**config.mk**
```make
export PLATFORM = sky130hd
export DESIGN_NAME = tgg_div
export DESIGN_NICKNAME = d
export VERILOG_FILES = /design/src/rtl/core/tgg_pkg.sv /design/src/rtl/core/tgg_div.sv
export SDC_FILE = /design/constraint.sdc
export NUM_CORES = 1
export LEC_CHECK = 0
export BUFFER_PORTS_ARGS = -buffer_cell sky130_fd_sc_hd__buf_2
export CAP_MARGIN = 20
export CORE_MARGIN = 5
export CORE_UTILIZATION = 55
export CTS_CLUSTER_DIAMETER = 120
export DETAILED_ROUTE_END_ITERATION = 12
export GPL_TIMING_DRIVEN = 0
export HOLD_SLACK_MARGIN = 0.08
export PLACE_DENSITY = 0.86
export SETUP_SLACK_MARGIN = 0.5
export SYNTH_ARGS = -nofsm -noshare
export SYNTH_HDL_FRONTEND = slang
export SYNTH_SLANG_ARGS = --single-unit
```
**constraint.sdc**
```tcl
create_clock -name clk -period 3.6 [get_ports clk]
set_input_delay 0.54 -clock clk [delete_from_list [all_inputs] [get_ports clk]]
set_output_delay 0.54 -clock clk [all_outputs]
set_load 0.02 [all_outputs]
```
**src/rtl/core/tgg_pkg.sv**
```systemverilog
// tgg_pkg: constants, trig table and saturation helper for the tripod gait generator
// no dependencies; used by tgg_div and tripod_gait_generator
package tgg_pkg;

	localparam int LEG_COUNT = 6;
	localparam int LEG_W     = $clog2(LEG_COUNT);
	localparam int TRIG_N    = 256;
	localparam int TRIG_W    = $clog2(TRIG_N);
	localparam int TRIG_VW   = 18;
	localparam int QTR_TURN  = TRIG_N / 4;
	localparam int PHASE_W   = 8;
	localparam int CMD_W     = 16;
	localparam int POS_W     = 32;
	localparam int Z_W       = 16;
	localparam int CFG_AW    = 3;
	localparam int CFG_DW    = 16;

	localparam int NUM_W = PHASE_W + TRIG_W + 1;
	localparam int DEN_W = PHASE_W + 1;

	localparam int INV_PI_Q24 = 5340354;
	localparam int LK_W       = PHASE_W + 23;
	localparam int OPD_W      = 34;
	localparam int PROD_W     = 2 * OPD_W;
	localparam int ACC_W      = 50;
	localparam int P0_W       = 34;
	localparam int THRESH_LIN = 65;
	localparam int THRESH_YAW = 285;

	localparam logic [CFG_AW-1:0] REG_VSCALE = 3'd0;
	localparam logic [CFG_AW-1:0] REG_CLEN   = 3'd1;
	localparam logic [CFG_AW-1:0] REG_ALPHA  = 3'd2;
	localparam logic [CFG_AW-1:0] REG_LIFT   = 3'd3;
	localparam logic [CFG_AW-1:0] REG_FINISH = 3'd4;

	localparam longint unsigned HALF_PI_Q30 = 64'd1686629713;
	localparam longint ONE_Q30 = 64'sd1073741824;
	localparam longint unsigned TAYLOR_DIV [7] = '{64'd6, 64'd20, 64'd42, 64'd72,
		64'd110, 64'd156, 64'd210};

	typedef logic signed [TRIG_VW-1:0] trig_tab_t [TRIG_N];

	// shift and subtract quotient, only evaluated while building the table
	function automatic longint unsigned udiv_u64(input longint unsigned n,
			input longint unsigned d);
		longint unsigned qv, rv;
		qv = '0;
		rv = '0;
		for (int b = 63; b >= 0; b--) begin
			rv = {rv[62:0], n[b]};
			if (rv >= d) begin
				rv    = rv - d;
				qv[b] = 1'b1;
			end
		end
		return qv;
	endfunction

	function automatic logic signed [TRIG_VW-1:0] trig_entry(input int k);
		longint unsigned m4, q, r, x, x2, term, val;
		longint sum;
		m4 = longint'(4 * k);
		q = (m4 >> TRIG_W) & 64'd3;
		r = m4 & longint'(TRIG_N - 1);
		if (q[0])
			r = longint'(TRIG_N) - r;
		x = (HALF_PI_Q30 * r) >> TRIG_W;
		x2 = (x * x) >> 30;
		term = x;
		sum = longint'(x);
		for (int i = 1; i <= 7; i++) begin
			term = udiv_u64((term * x2) >> 30, TAYLOR_DIV[i-1]);
			if (i[0])
				sum = sum - longint'(term);
			else
				sum = sum + longint'(term);
		end
		if (sum < 0)
			sum = 0;
		if (sum > ONE_Q30)
			sum = ONE_Q30;
		val = (longint'(sum) + 64'd8192) >> 14;
		if (q[1])
			return TRIG_VW'(-longint'(val));
		return TRIG_VW'(val);
	endfunction

	function automatic trig_tab_t trig_table();
		trig_tab_t t;
		for (int k = 0; k < TRIG_N; k++)
			t[k] = trig_entry(k);
		return t;
	endfunction

	localparam trig_tab_t TRIG_TAB = trig_table();

	function automatic logic [LEG_COUNT-1:0] grp_reset();
		logic [LEG_COUNT-1:0] g;
		for (int i = 0; i < LEG_COUNT; i++)
			g[i] = i[0];
		return g;
	endfunction

	localparam logic [LEG_COUNT-1:0] GRP_RST = grp_reset();

	localparam logic signed [PROD_W-1:0] SAT_HI = PROD_W'(64'sd2147483647);
	localparam logic signed [PROD_W-1:0] SAT_LO = -SAT_HI - PROD_W'(1);

	function automatic logic signed [POS_W-1:0] sat32(input logic signed [PROD_W-1:0] v);
		if (v > SAT_HI)
			return SAT_HI[POS_W-1:0];
		if (v < SAT_LO)
			return SAT_LO[POS_W-1:0];
		return v[POS_W-1:0];
	endfunction

endpackage

```
**src/rtl/core/tgg_div.sv**
```systemverilog
// tgg_div: restoring divider, one quotient bit per cycle
// depends on tgg_pkg
module tgg_div (
	input  logic                       clk,
	input  logic                       arst_n,
	input  logic                       start,
	input  logic [tgg_pkg::NUM_W-1:0]  num,
	input  logic [tgg_pkg::DEN_W-1:0]  den,
	output logic                       done,
	output logic [tgg_pkg::NUM_W-1:0]  quo
);
	import tgg_pkg::*;

	localparam int CNT_W = $clog2(NUM_W + 1);

	logic [DEN_W-1:0] rem_q;
	logic [NUM_W-1:0] quo_q;
	logic [DEN_W-1:0] den_q;
	logic [CNT_W-1:0] cnt_q;
	logic             run_q;
	logic             done_q;
	logic [DEN_W:0]   trial;
	logic             ge;

	assign trial = {rem_q, quo_q[NUM_W-1]};
	assign ge    = trial >= {1'b0, den_q};

	always_ff @(posedge clk or negedge arst_n) begin
		if (!arst_n) begin
			run_q  <= 1'b0;
			done_q <= 1'b0;
			cnt_q  <= '0;
		end else begin
			done_q <= !start && run_q && (cnt_q == CNT_W'(NUM_W - 1));
			if (start) begin
				run_q <= 1'b1;
				cnt_q <= '0;
			end else if (run_q) begin
				cnt_q <= cnt_q + CNT_W'(1);
				if (cnt_q == CNT_W'(NUM_W - 1))
					run_q <= 1'b0;
			end
		end
	end

	always_ff @(posedge clk) begin
		if (start) begin
			rem_q <= '0;
			quo_q <= num;
			den_q <= den;
		end else if (run_q) begin
			rem_q <= ge ? DEN_W'(trial - {1'b0, den_q}) : trial[DEN_W-1:0];
			quo_q <= {quo_q[NUM_W-2:0], ge};
		end
	end

	assign done = done_q;
	assign quo  = quo_q;

endmodule

```
==> results of run 1 <==
## sequential cells by signal (all words and copies together) (netlist names)
register / flops
den_q: 9
rem_q: 9
cnt_q: 5
done: 1
run_q: 1
quo: 17
## layer usage
| metal | vias up | GRT usage (%) | part of all wire (%) |
|---|---|---|---|
| met1 | 715 | 22.13 | 42 |
| li1 | 750 | - | - |
| met4 | 0 | 5.533 | 1.4 |
| met5 | - | 0 | 0 |
| met2 | 36 | 29.93 | 50 |
| met3 | 5 | 5.263 | 5.9 |
## worst register-to-register path: cells and delay by family, from the launching register on
kind,cells,cell delay (ns)
AOI/OAI and AO/OA,3,0.79
adders and majority gates,2,0.58
muxes,1,0.26
buffers and inverters,3,0.34
DFF,1,0.41
## worst max path at each step
stage / slack, ns / endpoint / cells after the start
after floorplan: 1.07 / quo[0] / 9
after global placement: 1.0 / quo[0] / 9
after detailed placement: 0.97 / quo[0] / 9
after CTS: 0.96 / quo[0] / 9
after global routing: 0.81 / quo[0] / 9
final: 0.97 / quo[0] / 9
## power groups by stage
stage | logic [uW] | clock network, uW | registers, uW
finish | 620 | 306 | 655
detailed placement | 621 | 0 | 663
global placement | 600 | 0 | 660
CTS | 625 | 315 | 654
floorplan | 444 | 0 | 684
global route | 688 | 337 | 665
## stage by stage
stage / total power, uW / cell area [sq um] / setup WS, ns
finish: 1581 / 2536 / 0.9653
global route: 1690 / 2536 / 0.8108
CTS: 1594 / 2536 / 0.9587
detailed placement: 1284 / 2435 / 0.9715
global placement: 1259 / 2435 / 0.9975
floorplan: 1129 / 2145 / 1.067
## cell usage in the layout (no fill, tap or decap), drive strengths merged, types with 8 or more instances in the layout
cell type,Yosys,layout
buf,4,50
clkbuf,1,8
dfxtp,9,9
edfxtp,26,26
ha,11,11
inv,16,16
mux2,18,18
nand2,12,12
nor2,13,13
o21ai,10,10
## final cells by class
cell class	instances	area, sq um	share of cell area, %
multi-input cells	114	922.1	36.36
well taps	48	60.06	2.368
plain buffers	5	26.28	1.036
clock inverters	1	5.005	0.1973
clock buffers	7	86.33	3.404
flip-flops and latches	42	1136	44.80
inverters	16	60.06	2.368
repair buffers	47	240.2	9.472
## kinds of logic (layout without fill, tap and decap cells)
kind of cell    Yosys count  after routing  synth area share [%]
compound gates           32             32                 11.14
xor+xnor                  9              9                 3.676
fa+ha+maj                12             12                 7.351
buf+inv                  21             76                 4.026
flops                    42             42                 52.98
mux                      24             24                 12.25
simple gates             37             37                 8.576
## Yosys cell counts (all sizes together) (2+ instances only)
cell type / number
nor2b: 2
mux2i: 6
nand2: 12
mux2: 18
nor3b: 2
edfxtp: 26
nand3: 2
nand4: 3
nor2: 13
buf: 4
ha: 11
dfxtp: 9
o21ai: 10
a21o: 3
inv: 16
dfrtp: 7
a211oi: 5
xnor2: 2
xor2: 7
a21oi: 4
==> run summary, run 1 <==
number of setup buffers added after CTS -> 0
top post-synthesis cells by area -> edfxtp_1, mux2_2, dfxtp_1
Slew headroom -> 56.23%
Final Cycle Share -> 73.19%
DR vias -> 1506
max cap viols -> 0
cts hold-fix bufs -> 1
Post-CTS Resized -> 0
Synth Cell Area -> 0.002145 sq mm
Critical Path RT -> 3.65 ns
worst reg2reg startpoint -> quo[16]
critical path type -> flip-flop to flip-flop
Leak -> 0.001111 uW
Synth Area per Inst -> 12.12 sq um
status -> complete, no violations
clk_lat worst skew -> 0.29 ns
CP startpoint -> quo[16]
die width -> 72.45 um
vias in the first global route -> 1567
post-detailed-route wirelength per cell -> 14.98 um
Seq pwr share -> 41.4%
Initial Util -> 57.71%
area leader, netlist -> edfxtp_1
Synth top area share -> 36.41%
Max Slew Vio Count -> 0
post-route antenna net violation count -> 0
P_sw -> 548.8 uW
crit-path max FO -> 10
starting DRC count in detailed routing -> 52
non-filler cells, final -> 280
Tmin final -> 2.635 ns
setup_tns -> 0 ns
hold depth -> 1
largest net degree at the start of global routing -> 18
Worst Path Buf+Inv -> 3
htree depth -> 2
area of the die -> 0.005248 sq mm
FF-to-FF path depth -> 9
DP HPWL -> 3.274 mm
Filler cells -> 271
aggregate global routing overflow -> 0
critical path data arrival time -> 2.68 ns
Clock Path Buffers -> 2
final hold viol count -> 0
GRT Util Overall -> 17.82%
Hold Crit Start -> den[7]
Detailed Routing Iterations Pass 1 -> 4
final core utilization -> 68.25%
CTS buffer count -> 5
Worst Max-Slew Pin Slew -> 0.6558 ns
kind of cell adding the most delay to the critical path -> compound AO/OA/AOI/OAI gates
Unique masters post-synth -> 39
layout cells sized above 1 -> 32.76%
clock root buffer master -> clkbuf_8
worst stage delay on the critical path -> 0.41 ns
Peak VDD IR -> 476.3 uV
PortBufs -> 46
CTS tree -> built
gpl congestion -> 0.8543
CP endpoint kind -> flip-flop
flop2flop setup slack -> 0.97 ns
Sw Ratio -> 34.70%
DRC Markers -> 0
Reg2Reg Capture Point -> quo[0]
critical-path cell list -> inv_1, ha_1, inv_1, fa_1, a211oi_1, o31a_1, o211ai_4, buf_6, mux2_2
Post-synth EDFFs -> 26
combinational share of power -> 39.2%
Seq cells post-synth -> 42
Top-Level Pins -> 47
Clk network pwr share -> 19.4%
Hold Path End -> den_q[7]
synthesis-to-finish area growth -> 18.26%
first-pass GRT wire length -> 7.231 mm
synthesized net count -> 218
Int Power -> 1033 uW
Rows -> 22
Antenna Diode Count -> 0
dpl cells -> 271
Reg clk slew, reported paths -> 0.08 ns
YS warnings -> 0
Worst Hold Class -> input pin to flip-flop
CP max-delay cell -> edfxtp_1
DRT Wirelength -> 4.194 mm
ys flop type -> edfxtp_1
CP most frequent cell -> inv_1
die height -> 72.45 um
clk_skew -> 0.004894 ns
Vias/cell -> 5.379
RSZ-0062 raised after global routing -> false
Hold WS -> 0.4179 ns
Clock Sink Count -> 42
fmax -> 379.5 MHz
Core ar. -> 0.003716 sq mm
Nets -> 272
synthesized instance count -> 177
final setup vio count -> 0
post-synthesis sequential area ratio -> 52.98%
PwrDens -> 623.5 mW/mm^2
initial antenna violation count -> 0
asr flop ratio synth -> 16.67%
startpoint types -> flip-flop
(Power assumes the default switching activity.)
==> run 2, diff against run 1 <==
--- a/config.mk
+++ b/config.mk
@@ -8,12 +8,12 @@
 export BUFFER_PORTS_ARGS = -buffer_cell sky130_fd_sc_hd__buf_2
 export CAP_MARGIN = 20
 export CORE_MARGIN = 5
-export CORE_UTILIZATION = 55
+export CORE_UTILIZATION = 54
 export CTS_CLUSTER_DIAMETER = 120
 export DETAILED_ROUTE_END_ITERATION = 12
 export GPL_TIMING_DRIVEN = 0
 export HOLD_SLACK_MARGIN = 0.08
-export PLACE_DENSITY = 0.86
+export PLACE_DENSITY = 0.84
 export SETUP_SLACK_MARGIN = 0.5
 export SYNTH_ARGS = -nofsm -noshare
 export SYNTH_HDL_FRONTEND = slang
==> constraint.sdc (replaced) <==
create_clock -name clk -period 2.65 [get_ports clk]
set_input_delay 0.3975 -clock clk [delete_from_list [all_inputs] [get_ports clk]]
set_output_delay 0.3975 -clock clk [all_outputs]
set_load 0.02 [all_outputs]
==> run 2 against run 1 <==
  * Register-to-register slack lost 0.60 ns
  * Final cell count grew 4.6%
  * Combinational power grew 68%
  * Clock skew grew 0.0043 ns
  * Non-clock buffer count grew 11
  * Final area grew 5.1%
  * Via count grew 7.2%
  * Critical endpoint unchanged
  * Largest cell class unchanged
  * Largest power group is now combinational cells
==> run summary, run 2 (same netlist as run 1, synthesis figures left out) <==
CP endpoint kind -> flip-flop
Reg2Reg Capture Point -> quo[0]
Hold Crit Start -> den[7]
DRT Wirelength -> 4.826 mm (+15%)
combinational share of power -> 44.3% (+5.1 points)
FF-to-FF path depth -> 9 (unchanged)
Top-Level Pins -> 47 (unchanged)
Seq pwr share -> 38.1% (-3.3 points)
CTS buffer count -> 5 (unchanged)
Antenna Diode Count -> 0 (unchanged)
DP HPWL -> 3.526 mm (+7.7%)
Vias/cell -> 5.512 (+2.5%)
Worst Path Buf+Inv -> 3 (unchanged)
Leak -> 0.001175 uW (+5.8%)
area of the die -> 0.005332 sq mm (+1.6%)
clk_lat worst skew -> 0.29 ns (about the same)
Int Power -> 1518 uW (+47%)
crit-path max FO -> 6 (-4)
flop2flop setup slack -> 0.37 ns (-0.60 ns)
most frequent cells in the layout -> buf_2, edfxtp_1, mux2_2, inv_1, nor2_1
PwrDens -> 880.3 mW/mm^2 (+41%)
commonest non-fill, non-tap cell in the layout -> buf_2
post-detailed-route wirelength per cell -> 16.47 um (+10%)
Rows -> 23 (+4.5%)
synthesis-to-finish area growth -> 24.27%
Final Cycle Share -> 86.07% (+13 points)
fmax -> 438.4 MHz (+16%)
starting DRC count in detailed routing -> 88 (+69%)
Critical Path RT -> 2.69 ns (-0.96 ns)
Setup WS pre-CTS -> 0.1044 ns (-0.8671 ns)
critical path data arrival time -> 2.32 ns (-0.36 ns)
number of flip-flops under the largest register name -> 17 (unchanged)
die width -> 73.02 um (+0.79%)
RSZ-0062 raised after global routing -> true
PortBufs -> 46 (unchanged)
max cap viols -> 0 (unchanged)
worst reg2reg startpoint -> quo[16]
Initial Util -> 54.80% (-2.9 points)
Core ar. -> 0.003914 sq mm (+5.3%)
kind of cell adding the most delay to the critical path -> compound AO/OA/AOI/OAI gates
gpl congestion -> 0.8097 (-5.2%)
setup_tns -> 0 ns (unchanged)
Slew headroom -> 56.61% (+0.38 points)
startpoint types -> flip-flop
die height -> 73.02 um (+0.79%)
first-pass GRT wire length -> 7.969 mm (+10%)
CTS tree -> built
Nets -> 283 (+4.0%)
Clk network pwr share -> 17.7% (-1.7 points)
clock root buffer master -> clkbuf_8
initial antenna violation count -> 0 (unchanged)
worst stage delay on the critical path -> 0.41 ns (about the same)
final hold viol count -> 0 (unchanged)
Hold Path End -> den_q[7]
critical-path cell list -> inv_2, ha_4, inv_2, fa_2, a211oi_4, o31a_1, o211ai_4, buf_6, mux2_4
Sw Ratio -> 35.31% (+0.61 points)
Max Slew Vio Count -> 0 (unchanged)
largest net degree at the start of global routing -> 18 (unchanged)
critical path type -> flip-flop to flip-flop
Clock Sink Count -> 42 (unchanged)
clk_skew -> 0.009182 ns (+0.004289 ns)
final setup vio count -> 0 (unchanged)
Reg clk slew, reported paths -> 0.08 ns (about the same)
Clock Path Buffers -> 2 (unchanged)
hold depth -> 1 (unchanged)
vias in the first global route -> 1822 (+16%)
Worst Max-Slew Pin Slew -> 0.6501 ns (-0.005709 ns)
Tmin final -> 2.281 ns (-0.3539 ns)
GRT Util Overall -> 19.37% (+1.5 points)
layout cells sized above 1 -> 39.09% (+6.3 points)
aggregate global routing overflow -> 0 (unchanged)
CP max-delay cell -> edfxtp_1
DR vias -> 1615 (+7.2%)
post-route antenna net violation count -> 0 (unchanged)
status -> complete, no violations
final worst setup slack -> 0.3692 ns (-0.5961 ns)
Worst Hold Class -> input pin to flip-flop
CP most frequent cell -> inv_2
Peak VDD IR -> 670.9 uV (+41%)
htree depth -> 2 (unchanged)
Detailed Routing Iterations Pass 1 -> 4 (unchanged)
P_sw -> 828.5 uW (+51%)
DRC Markers -> 0 (unchanged)
==> run 2: changes by cell type in the layout (fill, tap and decap cells not counted), moves of 2 or more <==
| cell | delta |
|---|---|
| inv_2 | +2 |
| inv_1 | -2 |
| buf_4 | +10 |
| o21ai_2 | +2 |
==> run 2: worst max-delay path by stage <==
stage                     startpoint  endpoint  slack [ns]  cells after the start
final                        quo[16]    quo[0]        0.37                      9
after global routing         quo[16]    quo[0]        0.29                      9
after CTS                    quo[16]    quo[0]        0.31                      9
after detailed placement     quo[16]    quo[0]        0.10                      9
after global placement       quo[16]    quo[0]        0.19                      9
after floorplan              quo[16]    quo[0]        0.27                      9
==> run 2: cell type report <==
class                           count  area, sq um
Inverter                           16        60.06
Buffer                              5        26.28
Tap cell                           50        62.56
Timing Repair Buffer               58        326.6
Clock buffer                        7        86.33
Fill cell                         305         1249
Clock inverter                      1        5.005
Sequential cell                    42         1136
Multi-Input combinational cell    114        962.2
==> run 2: routing by layer <==
metal / track usage [%] / routed length (um)
met3: 6.612 / 320
met4: 9.016 / 120
met2: 33.47 / 2462
met5: 0 / 0
met1: 21.17 / 1922
==> run 2: power by group through the flow <==
stage,clock network (uW),logic [uW],registers [uW]
CTS,424,990,891
global placement,0,825,896
global route,452,1130,908
detailed placement,0,866,901
finish,414,1040,894
floorplan,0,610,930
==> run 2: repair_timing <==
action / 4_1_cts / 5_1_grt
hold endpoints to repair: 7 / 0
endpoints found under the setup margin: 10 / 10
resized for setup: 9 / 2
hold buffers: 1 / 0
pin swaps: 7 / 8
setup buffers: 9 / 2
==> run 2: through the flow <==
step                util [%]  hold WS, ns  power (uW)  area, sq um  std cells
floorplan                  -       0.1019        1540         2152        177
global placement       62.47       0.2409        1721         2445        273
detailed placement     62.47       0.2474        1768         2445        273
CTS                    67.42       0.2696        2306         2639        291
global route           68.09       0.2616        2490         2665        293
finish                 68.09       0.2781        2346         2665        293
==> run 3, diff against run 2 <==
--- a/config.mk
+++ b/config.mk
@@ -7,13 +7,15 @@
 export LEC_CHECK = 0
 export BUFFER_PORTS_ARGS = -buffer_cell sky130_fd_sc_hd__buf_2
 export CAP_MARGIN = 20
+export CELL_PAD_IN_SITES_DETAIL_PLACEMENT = 0
+export CELL_PAD_IN_SITES_GLOBAL_PLACEMENT = 1
 export CORE_MARGIN = 5
-export CORE_UTILIZATION = 54
-export CTS_CLUSTER_DIAMETER = 120
+export CORE_UTILIZATION = 44
+export CTS_BUF_LIST = sky130_fd_sc_hd__clkbuf_4 sky130_fd_sc_hd__clkbuf_8
 export DETAILED_ROUTE_END_ITERATION = 12
 export GPL_TIMING_DRIVEN = 0
 export HOLD_SLACK_MARGIN = 0.08
-export PLACE_DENSITY = 0.84
+export PLACE_DENSITY = 0.86
 export SETUP_SLACK_MARGIN = 0.5
 export SYNTH_ARGS = -nofsm -noshare
 export SYNTH_HDL_FRONTEND = slang
==> run 3 against run 2 <==
  * Non-clock buffer count is 2 lower
  * Worst setup slack gained 0.027 ns
  * Flip-flop and latch count unchanged
  * Final cell count rose by 5.1%
  * Critical path type unchanged
  * Power decreased by 4.1%
  * Highest routed layer unchanged
  * Critical endpoint unchanged
==> run summary, run 3 (same netlist as run 1, synthesis figures left out) <==
flop2flop setup slack -> 0.40 ns (+0.03 ns)
Rows -> 25 (+8.7%)
starting DRC count in detailed routing -> 62 (-30%)
Hold Crit Start -> den[7]
DRC Markers -> 0 (unchanged)
fmax -> 443.8 MHz (+1.2%)
gpl congestion -> 0.7119 (-12%)
DR vias -> 1527 (-5.4%)
Peak VDD IR -> 381.0 uV (-43%)
synthesis-to-finish area growth -> 23.63%
vias in the first global route -> 1614 (-11%)
worst stage delay on the critical path -> 0.42 ns (about the same)
Core ar. -> 0.004723 sq mm (+21%)
combinational share of power -> 43.1% (-1.2 points)
Slew headroom -> 55.52% (-1.1 points)
CP endpoint kind -> flip-flop
first-pass GRT wire length -> 7.334 mm (-8.0%)
Clock Sink Count -> 42 (unchanged)
Clock Path Buffers -> 2 (unchanged)
Top-Level Pins -> 47 (unchanged)
CP most frequent cell -> inv_2
clk_lat worst skew -> 0.29 ns (about the same)
Worst Hold Class -> input pin to flip-flop
Worst Max-Slew Pin Slew -> 0.6665 ns (+0.01647 ns)
Int Power -> 1467 uW (-3.4%)
FF-to-FF path depth -> 9 (unchanged)
kind of cell adding the most delay to the critical path -> compound AO/OA/AOI/OAI gates
die height -> 79.82 um (+9.3%)
final setup vio count -> 0 (unchanged)
Initial Util -> 45.40% (-9.4 points)
DRT Wirelength -> 4.381 mm (-9.2%)
area of the die -> 0.006370 sq mm (+19%)
Detailed Routing Iterations Pass 1 -> 4 (unchanged)
Leak -> 0.001151 uW (-2.0%)
number of flip-flops under the largest register name -> 17 (unchanged)
most frequent cells in the layout -> buf_2, edfxtp_1, mux2_2, inv_1, nor2_1
htree depth -> 2 (unchanged)
GRT Util Overall -> 14.79% (-4.6 points)
hold depth -> 1 (unchanged)
critical-path cell list -> inv_2, ha_4, inv_2, fa_2, a211oi_2, o31a_1, o211ai_4, buf_6, mux2_2
critical path data arrival time -> 2.30 ns (-0.02 ns)
post-detailed-route wirelength per cell -> 14.22 um (-14%)
CP max-delay cell -> edfxtp_1
final hold viol count -> 0 (unchanged)
initial antenna violation count -> 0 (unchanged)
CTS buffer count -> 5 (unchanged)
Vias/cell -> 4.958 (-10%)
Final Cycle Share -> 85.04% (-1.0 points)
Clk network pwr share -> 17.1% (-0.6 points)
Hold Path End -> den_q[7]
Nets -> 281 (-0.71%)
clock root buffer master -> clkbuf_8
largest net degree at the start of global routing -> 18 (unchanged)
Reg2Reg Capture Point -> quo[0]
layout cells sized above 1 -> 37.34% (-1.8 points)
Seq pwr share -> 39.8% (+1.7 points)
Worst Path Buf+Inv -> 3 (unchanged)
Tmin final -> 2.253 ns (-0.02738 ns)
DP HPWL -> 3.203 mm (-9.2%)
P_sw -> 783.5 uW (-5.4%)
status -> complete, no violations
Reg clk slew, reported paths -> 0.08 ns (about the same)
crit-path max FO -> 6 (unchanged)
PortBufs -> 46 (unchanged)
RSZ-0062 raised after global routing -> true
post-route antenna net violation count -> 0 (unchanged)
PwrDens -> 848.7 mW/mm^2 (-3.6%)
worst reg2reg startpoint -> quo[16]
Max Slew Vio Count -> 0 (unchanged)
clk_skew -> 0.01125 ns (+0.002071 ns)
setup_tns -> 0 ns (unchanged)
commonest non-fill, non-tap cell in the layout -> buf_2
CTS tree -> built
die width -> 79.82 um (+9.3%)
max cap viols -> 0 (unchanged)
placed instance area -> 0.002466 sq mm (+0.87%)
Finished Cell Area -> 0.002651 sq mm (-0.52%)
critical path type -> flip-flop to flip-flop
Critical Path RT -> 2.70 ns (about the same)
final core utilization -> 56.13% (-12 points)
Antenna Diode Count -> 0 (unchanged)
Sw Ratio -> 34.82% (-0.50 points)
aggregate global routing overflow -> 0 (unchanged)
startpoint types -> flip-flop
==> run 3: repair_timing <==
action | 4_1_cts | 5_1_grt
cloned | 0 | 0
endpoints found under the hold margin | 7 | 0
gates resized for setup | 8 | 2
hold buffers | 1 | 0
setup buffers | 6 | 3
endpoints found under the setup margin | 10 | 10
pin swaps | 9 | 5
==> run 3: final cells by class <==
| class | count | area (sq um) |
|---|---|---|
| Buffer | 5 | 26.28 |
| Clock buffer | 5 | 68.82 |
| Clock inverter | 3 | 11.26 |
| Fill cell | 414 | 2072 |
| Inverter | 16 | 60.06 |
| Multi-Input combinational cell | 114 | 949.7 |
| Sequential cell | 42 | 1136 |
| Tap cell | 67 | 83.83 |
| Timing Repair Buffer | 56 | 315.3 |
==> run 3: worst max-delay path by stage <==
stage,startpoint,endpoint,slack [ns],depth (start not counted)
detailed placement,quo[16],quo[0],0.18,9
finish,quo[16],quo[0],0.40,9
CTS,quo[16],quo[0],0.32,9
floorplan,quo[16],quo[0],0.27,9
global route,quo[16],quo[0],0.31,9
global placement,quo[16],quo[0],0.20,9
==> run 3: stage by stage <==
stage | worst slack, ns | total power (uW) | hold WS (ns) | std cells
finish | 0.3966 | 2250 | 0.2778 | 308
global route | 0.3118 | 2402 | 0.2609 | 308
CTS | 0.3239 | 2223 | 0.2715 | 305
detailed placement | 0.1826 | 1736 | 0.2393 | 290
global placement | 0.1954 | 1731 | 0.2384 | 290
floorplan | 0.2654 | 1540 | 0.1019 | 177
==> run 3: routing by layer <==
metal / share of wire (%) / GRT usage, % / vias to the layer above
li1: - / - / 768
met3: 5.8 / 5.643 / 2
met1: 45 / 18.38 / 729
met5: 0 / 0 / -
met2: 49 / 24.29 / 28
met4: 0.34 / 3.547 / 0
==> run 3: power groups by stage <==
stage	clock network (uW)	registers [uW]	logic, uW
CTS	396	895	932
global route	429	909	1060
global placement	0	901	830
floorplan	0	930	610
detailed placement	0	906	830
finish	385	896	970
